===== config.mk =====
export PLATFORM = sky130hd
export DESIGN_NAME = modular_power_and_inverse
export DESIGN_NICKNAME = d
export VERILOG_FILES = /design/src/rtl/mpi_pkg.sv /design/src/rtl/mpi_unit.sv /design/src/rtl/modular_power_and_inverse.sv
export SDC_FILE = /design/constraint.sdc
export NUM_CORES = 1
export LEC_CHECK = 0
export BUFFER_PORTS_ARGS = -buffer_cell sky130_fd_sc_hd__clkbuf_2
export CAP_MARGIN = 5
export CORE_ASPECT_RATIO = 1.5
export CORE_MARGIN = 8
export CORE_UTILIZATION = 30
export DETAILED_ROUTE_END_ITERATION = 12
export GPL_TIMING_DRIVEN = 0
export PLACE_DENSITY = 0.47
export SETUP_SLACK_MARGIN = 0.02
export SLEW_MARGIN = 20
export SYNTH_ARGS = -nofsm -noshare
export SYNTH_HDL_FRONTEND = slang
export SYNTH_SLANG_ARGS = --single-unit

===== constraint.sdc =====
create_clock -name clock -period 10.8 [get_ports clock]
set_input_delay 1.62 -clock clock [delete_from_list [all_inputs] [get_ports clock]]
set_output_delay 1.62 -clock clock [all_outputs]
set_load 0.05 [all_outputs]

===== src/rtl/mpi_pkg.sv =====
// ----------------------------------------------------------------------------
// mpi_pkg: shared types and constants for modular power and inverse
// Holds the request/response structs and the operand width default.
// ----------------------------------------------------------------------------
`default_nettype none
package mpi_pkg;
   localparam int OperandBits = 31;

   localparam logic CmdPower   = 1'b0;
   localparam logic CmdInverse = 1'b1;

   typedef struct packed {
      logic                   cmd;
      logic [OperandBits-1:0] base;
      logic [OperandBits-1:0] exponent;
      logic [OperandBits-1:0] modulus;
   } req_type;

   typedef struct packed {
      logic [OperandBits-1:0] result;
      logic                   no_inverse;
   } rsp_type;

   // control between sequencer and shared unit
   typedef struct packed {
      logic       start;
      logic [1:0] op;
   } unit_ctl_type;

   localparam logic [1:0] OpMul = 2'd0;
   localparam logic [1:0] OpRem = 2'd1;
endpackage
`default_nettype wire


===== src/rtl/mpi_unit.sv =====
// ----------------------------------------------------------------------------
// mpi_unit: shared bit-serial modular arithmetic unit
// OpMul: (a*b) mod m by shift-and-add, one bit of b per cycle.
// OpRem: a mod b by restoring division, one quotient bit per cycle.
// ----------------------------------------------------------------------------
`default_nettype none
module mpi_unit #(
   parameter int OPERAND_BITS = mpi_pkg::OperandBits
) (
   input  wire logic                      clock,
   input  wire logic                      reset,
   input  wire mpi_pkg::unit_ctl_type     ctl,
   input  wire logic [OPERAND_BITS-1:0]   opa,
   input  wire logic [OPERAND_BITS-1:0]   opb,
   input  wire logic [OPERAND_BITS-1:0]   opm,
   output logic                           done,
   output logic [OPERAND_BITS-1:0]        value
);
   import mpi_pkg::*;

   localparam int CntBits = $clog2(OPERAND_BITS + 1);

   logic                    busy_ff, busy_in;
   logic                    rem_ff, rem_in;
   logic [CntBits-1:0]      cnt_ff, cnt_in;
   logic [OPERAND_BITS-1:0] a_ff, a_in, b_ff, b_in, m_ff, m_in, r_ff, r_in;
   logic                    done_ff, done_in;

   logic [OPERAND_BITS:0]   dbl, dbl_red, add, shift;

   always_comb begin
      busy_in = busy_ff;
      rem_in  = rem_ff;
      cnt_in  = cnt_ff;
      a_in    = a_ff;
      b_in    = b_ff;
      m_in    = m_ff;
      r_in    = r_ff;
      done_in = 1'b0;
      dbl     = {r_ff, 1'b0};
      dbl_red = (dbl >= {1'b0, m_ff}) ? dbl - {1'b0, m_ff} : dbl;
      add     = dbl_red[OPERAND_BITS-1:0] + {1'b0, a_ff};
      shift   = {r_ff, b_ff[OPERAND_BITS-1]};
      if (!busy_ff && ctl.start) begin
         // load operands
         busy_in = 1'b1;
         rem_in  = (ctl.op == OpRem);
         cnt_in  = CntBits'(OPERAND_BITS);
         a_in    = opa;
         b_in    = (ctl.op == OpRem) ? opa : opb;
         m_in    = (ctl.op == OpRem) ? opb : opm;
         r_in    = '0;
      end else if (busy_ff) begin
         if (rem_ff) begin
            // restoring division step
            r_in = (shift >= {1'b0, m_ff}) ? OPERAND_BITS'(shift - {1'b0, m_ff})
                                           : OPERAND_BITS'(shift);
         end else if (b_ff[OPERAND_BITS-1]) begin
            r_in = (add >= {1'b0, m_ff}) ? OPERAND_BITS'(add - {1'b0, m_ff})
                                         : OPERAND_BITS'(add);
         end else begin
            r_in = dbl_red[OPERAND_BITS-1:0];
         end
         b_in   = {b_ff[OPERAND_BITS-2:0], 1'b0};
         cnt_in = cnt_ff - 1'b1;
         if (cnt_ff == CntBits'(1)) begin
            busy_in = 1'b0;
            done_in = 1'b1;
         end
      end
   end

   always_ff @(posedge clock) begin
      if (reset) begin
         busy_ff <= 1'b0;
         done_ff <= 1'b0;
      end else begin
         busy_ff <= busy_in;
         done_ff <= done_in;
      end
      rem_ff <= rem_in;
      cnt_ff <= cnt_in;
      a_ff   <= a_in;
      b_ff   <= b_in;
      m_ff   <= m_in;
      r_ff   <= r_in;
   end

   assign done  = done_ff;
   assign value = r_ff;
endmodule
`default_nettype wire


===== src/rtl/modular_power_and_inverse.sv =====
// ----------------------------------------------------------------------------
// modular_power_and_inverse: base^exponent mod modulus, or Fermat inverse
// Sequencer around one shared bit-serial multiply/remainder unit.
// ----------------------------------------------------------------------------
// Sequence: a power is one reduction of the base, then a modular multiply per
//   set exponent bit and a square per exponent bit (up to 2*OPERAND_BITS
//   multiplies); an inverse first runs one remainder per Euclid step.
// Throughput: one request at a time; busy is high from start until rsp_valid.
// The result strobe is not stalled by the receiver.
// Reset: synchronous, clears the sequencer; no clearing pass needed.
`default_nettype none
module modular_power_and_inverse #(
   parameter int OPERAND_BITS = mpi_pkg::OperandBits
) (
   input  wire logic              clock,
   input  wire logic              reset,
   input  wire logic              start,
   output logic                   busy,
   input  wire mpi_pkg::req_type  req_data,
   output logic                   rsp_valid,
   output mpi_pkg::rsp_type       rsp_data
);
   import mpi_pkg::*;

   typedef enum logic [3:0] {
      S_IDLE, S_RED, S_REDW, S_GCD, S_GCDW, S_CHK, S_MUL, S_MULW, S_SQ, S_SQW, S_OUT
   } state_type;

   localparam logic [OPERAND_BITS-1:0] One = OPERAND_BITS'(1);

   state_type               state_ff;
   logic                    cmd_ff;
   logic [OPERAND_BITS-1:0] x_ff, e_ff, m_ff, acc_ff, ga_ff, gb_ff, base_ff;
   logic                    flag_ff;
   logic                    valid_ff;
   unit_ctl_type            ctl;
   logic [OPERAND_BITS-1:0] opa, opb;
   logic                    u_done;
   logic [OPERAND_BITS-1:0] u_val;

   mpi_unit #(.OPERAND_BITS(OPERAND_BITS)) u_unit (
      .clock(clock), .reset(reset), .ctl(ctl), .opa(opa), .opb(opb),
      .opm(m_ff), .done(u_done), .value(u_val)
   );

   // drive the shared unit from the current state
   always_comb begin
      ctl.start = 1'b0;
      ctl.op    = OpMul;
      opa       = acc_ff;
      opb       = x_ff;
      unique case (state_ff)
         S_RED: begin
            ctl.start = 1'b1; ctl.op = OpRem; opa = base_ff; opb = m_ff;
         end
         S_GCD: begin
            ctl.start = (ga_ff != '0); ctl.op = OpRem; opa = gb_ff; opb = ga_ff;
         end
         S_MUL: begin
            ctl.start = e_ff[0];
         end
         S_SQ: begin
            ctl.start = 1'b1; opa = x_ff;
         end
         default: ;
      endcase
   end

   // sequencer
   always_ff @(posedge clock) begin
      if (reset) begin
         state_ff <= S_IDLE;
         valid_ff <= 1'b0;
      end else begin
         valid_ff <= (state_ff == S_OUT);
         unique case (state_ff)
            S_IDLE: if (start) begin
               cmd_ff  <= req_data.cmd;
               base_ff <= OPERAND_BITS'(req_data.base);
               m_ff    <= (req_data.modulus == '0) ? One : OPERAND_BITS'(req_data.modulus);
               e_ff    <= OPERAND_BITS'(req_data.exponent);
               ga_ff   <= OPERAND_BITS'(req_data.base);
               gb_ff   <= (req_data.modulus == '0) ? One : OPERAND_BITS'(req_data.modulus);
               flag_ff <= 1'b0;
               state_ff <= (req_data.cmd == CmdInverse) ? S_GCD : S_RED;
            end
            S_GCD: state_ff <= (ga_ff == '0) ? S_CHK : S_GCDW;
            S_GCDW: if (u_done) begin
               // advance Euclid: (a, b) <- (b mod a, a)
               gb_ff    <= ga_ff;
               ga_ff    <= u_val;
               state_ff <= S_GCD;
            end
            S_CHK: begin
               e_ff <= m_ff - OPERAND_BITS'(2);
               if (gb_ff != One) begin
                  flag_ff  <= 1'b1;
                  acc_ff   <= '0;
                  state_ff <= S_OUT;
               end else if (m_ff < OPERAND_BITS'(2)) begin
                  acc_ff   <= '0;
                  state_ff <= S_OUT;
               end else begin
                  state_ff <= S_RED;
               end
            end
            S_RED: state_ff <= S_REDW;
            S_REDW: if (u_done) begin
               x_ff <= u_val;
               // a base that reduces to zero gives zero
               if (u_val == '0) begin
                  acc_ff   <= '0;
                  state_ff <= S_OUT;
               end else begin
                  acc_ff   <= One;
                  state_ff <= S_MUL;
               end
            end
            S_MUL: begin
               if (e_ff == '0) state_ff <= S_OUT;
               else if (e_ff[0]) state_ff <= S_MULW;
               else state_ff <= S_SQ;
            end
            S_MULW: if (u_done) begin
               acc_ff   <= u_val;
               state_ff <= S_SQ;
            end
            S_SQ: state_ff <= S_SQW;
            S_SQW: if (u_done) begin
               // drop the used exponent bit
               x_ff     <= u_val;
               e_ff     <= e_ff >> 1;
               state_ff <= S_MUL;
            end
            S_OUT: begin
               state_ff <= S_IDLE;
            end
            default: state_ff <= S_IDLE;
         endcase
      end
   end

   assign busy                = (state_ff != S_IDLE);
   assign rsp_valid           = valid_ff;
   assign rsp_data.result     = acc_ff;
   assign rsp_data.no_inverse = flag_ff;
endmodule
`default_nettype wire


=== Yosys cells after proc, flatten, opt, wreduce, memory -nomap -nowiden ===
Cells that the tools add are included.
W data, S select, Z words.

* Bits in latches: 0
* RAM bits: 0
* Memories: 0
* ROM bits: 0
* Output and inout port bits: 34
* Register bits: 355
* Logic and storage cells: 123

* Multipliers: 0
* Reduce and logical (&&, ||, !) cells: 25
* Bitwise operators: 2
* Shift-type cells: 0
* Muxes and demuxes: 48
* Add/sub/neg operators: 6
* $lt $le $gt $ge: 4
* Div/mod/pow operators: 0
* Equality and inequality tests: 20

{| class="wikitable"
|+ Operators with widths
! cell !! count
|-
| $mux W31 || 19
|-
| $pmux W31 S3 || 3
|-
| $pmux W31 S2 || 3
|-
| $logic_not A31 Y1 || 4
|-
| $ge A32 B31 Y1 || 3
|-
| $sub A31 B31 Y31 || 3
|-
| $mux W4 || 10
|-
| $pmux W4 S10 || 1
|-
| $add A31 B31 Y32 || 1
|-
| $lt A31 B2 Y1 const B || 1
|-
| $ne A31 B1 Y1 const B || 1
|-
| $reduce_bool A31 Y1 || 1
|-
| $sub A31 B2 Y31 const B || 1
|-
| $eq A4 B3 Y1 const B || 4
|-
| $eq A4 B4 Y1 const B || 3
|-
| $reduce_and A4 Y1 || 3
|-
| $reduce_and A5 Y1 || 2
|-
| $mux W1 || 9
|-
| $eq A4 B2 Y1 const B || 2
|-
| $ne A2 B1 Y1 const B || 4
|-
| $reduce_and A3 Y1 || 2
|-
| $reduce_bool A2 Y1 || 3
|-
| $reduce_bool A3 Y1 || 2
|-
| $reduce_or A2 Y1 || 3
|-
| other kinds (15) || 17
|}

=== Logic depth before layout (Yosys ltp) ===
* Depth after elaboration: 7
* Depth in mapped cells: 35

=== By module ===
A second synthesis with hierarchy kept.

* Cell total of the unflattened synthesis: 2,393
* Area, all modules: 23,546.3 um^2

{| class="wikitable"
|+ By module, submodules not included
! module !! seq. area each (um^2) !! cells an instance !! instances !! area an instance (um^2)
|-
| mpi_unit || 3,583.4 || 1,527 || 1 || 12,863.6
|-
| modular_power_and_inverse || 6,646.4 || 866 || 1 || 10,682.7
|}

=== Worst setup path before layout ===
Ideal clock, no wire load.

* Path kind: input to register
* Start point: in reset
* End point: reg ga_ff[0], enable pin
* Stages: 2
* Arrival time: 8,235 ps
* Required time: 10,144 ps
* Buffers on the path: 1
* Setup slack: 1,909 ps
* Path through: clkbuf_1 > nor4b_1

* Word-level cells in the longest chain between the ends: 2

{| class="wikitable"
|+ Ends and longest elaborated chain
! element !! RTL line !! RTL
|-
| start: declaration || modular_power_and_inverse.sv:16 || <nowiki>input wire logic reset,</nowiki>
|-
| $not A1 Y1 (no source line) || -- ||
|-
| $reduce_and A4 Y1 (no source line) || -- ||
|-
| end signal: assignment || modular_power_and_inverse.sv:82 || <nowiki>ga_ff <= OPERAND_BITS'(req_data.base);</nowiki>
|-
| end signal: assignment || modular_power_and_inverse.sv:91 || <nowiki>ga_ff <= u_val;</nowiki>
|-
| end: declaration || modular_power_and_inverse.sv:33 || <nowiki>logic [OPERAND_BITS-1:0] x_ff, e_ff, m_ff, acc_ff, ga_ff, gb_ff, base_ff;</nowiki>
|}

No other way between the ends.
A chain may end at the register's enable or synchronous reset.

=== Worst setup path in the final report ===
* Start point: reg u_unit.r_ff[4], in the netlist u_unit.value[4]
* End point: reg u_unit.r_ff[17], in the netlist u_unit.value[17]

* Word-level cells in the longest chain between the ends: 7

{| class="wikitable"
|+ Ends and longest elaborated chain
! element !! RTL line !! RTL
|-
| start: declaration || mpi_unit.sv:26 || <nowiki>logic [OPERAND_BITS-1:0] a_ff, a_in, b_ff, b_in, m_ff, m_in, r_ff, r_in;</nowiki>
|-
| start signal: assignment || mpi_unit.sv:86 || <nowiki>r_ff <= r_in;</nowiki>
|-
| $sub A31 B31 Y31 or $ge A32 B31 Y1 (tied branches) || mpi_unit.sv:41 || <nowiki>dbl_red = (dbl >= {1'b0, m_ff}) ? dbl - {1'b0, m_ff} : dbl;</nowiki>
|-
| $mux W31 || mpi_unit.sv:41 ||
|-
| $add A31 B31 Y32 || mpi_unit.sv:42 || <nowiki>add = dbl_red[OPERAND_BITS-1:0] + {1'b0, a_ff};</nowiki>
|-
| $sub A31 B31 Y31 or $ge A32 B31 Y1 (tied branches) || mpi_unit.sv:59 || <nowiki>r_in = (add >= {1'b0, m_ff}) ? OPERAND_BITS'(add - {1'b0, m_ff})</nowiki>
|-
| $mux W31 || mpi_unit.sv:59 ||
|-
| $mux W31 || mpi_unit.sv:58 || <nowiki>end else if (b_ff[OPERAND_BITS-1]) begin</nowiki>
|-
| $mux W31 * || mpi_unit.sv:54 || <nowiki>if (rem_ff) begin</nowiki>
|}

Every way passes the cells marked *; elsewhere a longest branch is shown, timed or not.

==> results.py <==
metrics = {
    "layout": {
        "fill_cells": 7641,
        "final_cell_area_sq_mm": 0.0258,
        "nets": 2604,
        "drive_gt1_frac": 0.162,
        "areaGrowthSynthToFinish_pct": 14.8,
        "antennaDiodeCount": 0,
    },
    "clock_network": {
        "cts_hold_buf": 0,
        "cts_tree": "built",
        "worstSkewPairLatency_ps": 550,
        "cts.sinks": 355,
        "cts_root_buf": "clkbuf_16",
        "clk_path_buf_depth": 3,
        "ctsResizeCount": 0,
        "cts_setup_buffers": 0,
        "clk_pin_slew_ps": 70,
        "cts_buffers": 36,
        "htreeDepth": 2,
    },
    "route": {
        "drtIter0Drc": 1269,
        "drcViolationCount": 0,
        "firstDrtPassIters": 7,
        "routed-via-count": 18600,
        "routedLengthMet1_um": 33000,
        "wl_per_cell_um": 26.9,
        "maxUsedRoutingLayer": "met4",
        "wl_um": 92300,
        "vias_per_cell": 5.43,
        "wl_met3_um": 3180,
        "wl_met2_um": 50200,
        "ant_nets": 0,
    },
    "sta": {
        "setup_tns_ps": 0,
        "hold_ws_ps": 495,
        "max_slew_margin": 0.254,
        "fin_crit_sh": 0.933,
        "skew_ps": 22.1,
        "hold_viol_final": 0,
        "slew_violations": 0,
        "fmax_ghz": 0.0992,
        "rsz0062_at_grt": "false",
        "layout_min_cycle_time_ps": 10080,
        "tightestPinTransition_ps": 1120,
        "setup_viol": 0,
    },
    "grt": {
        "grt_overflow": 0,
        "grt_max_degree": 53,
        "grt_pass1_vias": 19600,
        "antenna_found_initial": 0,
        "grt_use_total": 0.216,
        "grt_pass1_wl_um": 133000,
    },
    "worst_setup_path": {
        "cp_num_buf_inv": 6,
        "start_kind": "flop",
        "critPathRequiredTime_ps": 11240,
        "critPathMaxFanout": 10,
        "worstSetupPathType": "reg2reg",
        "end_kind": "flop",
        "rr_startpoint": "u_unit.value[4]$_SDFFE_PP0P_",
        "cpMaxStageDelayCell": "dfxtp_1",
        "crit_family": "compound AO/OA/AOI/OAI gates",
        "crit_start": "u_unit.value[4]$_SDFFE_PP0P_",
        "crit_arrival_ps": 10520,
        "cp_common_cell": "clkbuf_1",
        "cpPeakStageDelay_ps": 640,
    },
    "synth": {
        "yosys-top-cells-area": "edfxtp_1 42%, ha_1 5.4%, mux2_2 5.2%",
        "synth_edf_count": 312,
        "syn-num-nets": 2409,
        "ys_types": 95,
        "syn_area_sq_mm": 0.0224,
        "yosysTopAreaCell": "edfxtp_1",
        "synth_common_cells": "312 x edfxtp_1, 184 x nand2_1, 181 x o21ai_0",
        "yosysWarnings": 0,
        "yosysTopAreaCellShare": 0.417,
        "ys_seq_area_frac": 0.456,
        "synthArstFlopShare": 0,
        "postSynthCellCount": 2211,
        "yosysMostFrequentCell": "edfxtp_1",
        "ys.flop_type": "edfxtp_1",
        "avgSynthCellArea_sq_um": 10.2,
        "ys_seq_elements": 355,
    },
    "floorplan": {
        "die_width_um": 239,
        "die_height_um": 351,
        "pin_count": 131,
        "die-area_sq_mm": 0.0840,
        "core_sq_mm": 0.0745,
        "fp-row-count": 123,
        "start_util": 0.301,
    },
    "min_path": {
        "min_from": "u_unit.cnt_ff[2]$_SDFFE_PP1P_",
        "hp-class": "reg2reg",
    },
    "placed_design": {
        "dpl-instance-area_sq_mm": 0.0246,
        "hpwl_um": 76400,
        "routabilityCongestion": 0.990,
        "io_buffers": 130,
    },
    "power": {
        "irDropWorstVdd_v": 0.000159,
        "p_leak_uw": 0.00935,
        "power_density_mw_per_mm2": 366,
        "p_total_uw": 9430,
    },
    "outcome": {
        "outcome": "finished, final reports clean",
    },
    "job": {
        "cap_violations": 0,
    },
}
worst register-to-register path, delay by kind of cell (launching register included):
kind | cells | cell delay [ps]
xor gates and xnor gates | 1 | 140
DFF | 1 | 640
buffers and inverters | 6 | 2070
AOI/OAI and AO/OA | 9 | 3140
muxes | 1 | 410
adders and majority gates | 3 | 960
and+or+nand+nor | 10 | 2630
cell families after synthesis:
| kind of cell | synth area share |
|---|---|
| muxes | 0.0751 |
| buffers and inverters | 0.0413 |
| xor gates and xnor gates | 0.0531 |
| and+or+nand+nor | 0.129 |
| AOI/OAI and AO/OA | 0.188 |
| DFF | 0.456 |
| adders and majority gates | 0.0576 |
registers in the layout, summed over array words and instances (netlist names):
name / flops
u_unit.done: 1
gb_ff: 31
state_ff: 4
u_unit.a_ff: 31
u_unit.rem_ff: 1
u_unit.value: 31
x_ff: 31
u_unit.cnt_ff: 5
u_unit.m_ff: 31
base_ff: 31
rsp_valid: 1
e_ff: 31
m_ff: 31
u_unit.busy_ff: 1
acc_ff: 31
u_unit.b_ff: 31
ga_ff: 31
flag_ff: 1
final cells by class:
cell class                 count  area [sq um]  share of cell area
multi-input combinational   1630         11300               0.440
sequential                   355         10200               0.397
tap                         1000          1250              0.0486
clock buffer                  40           926              0.0359
timing repair buffer         157           905              0.0351
buffer                       158           672              0.0261
inverter                      68           258              0.0100
clock inverter                24           185             0.00719
metrics by stage:
stage | cells | worst slack [ps] | util
6_report | 3432 | 721 | 0.346
5_1_grt | 3432 | 290 | 0.346
4_1_cts | 3432 | 858 | 0.346
3_5_place_dp | 3368 | 897 | 0.331
3_3_place_gp | 3341 | -1620 | 0.327
2_1_floorplan | 2211 | 1910 | -
power by group:
group	total (uW)	internal, uW	switching, uW	leakage, uW
combinational	6010	2140	3870	0.00557
clock	1230	652	578	0.000532
sequential	2190	1920	268	0.00325
placed cells by master, fill, tap and decap left out, types with 43 or more instances in the layout:
cell type and count:
clkbuf_2 132, o21ai_0 181, inv_1 64, ha_1 97
xor2_1 47, nor2_1 153, mux2_2 103, nand2_1 184
nor4_1 43, clkbuf_1 122, mux2i_1 51, a21oi_1 165
dfxtp_1 43, xnor2_1 89, edfxtp_1 312
metal layers:
layer  vias to the layer above  global-route usage
li1                       8722                   -
met1                      9088               0.219
met2                       616               0.421
met3                       212              0.0195
met4                         0               0.125
met5                         -                   0
path summary, 6_finish.rpt:
kind	endpoint	slack, ps	depth (start not counted)
setup / recovery	u_unit.value[17]$_SDFFE_PP0P_	720	30
hold / removal	u_unit.cnt_ff[2]$_SDFFE_PP1P_	500	1
setup reg to reg	u_unit.value[17]$_SDFFE_PP0P_	720	30
hold reg to reg	u_unit.cnt_ff[2]$_SDFFE_PP1P_	500	1
Power figures use the tool's default switching activity.
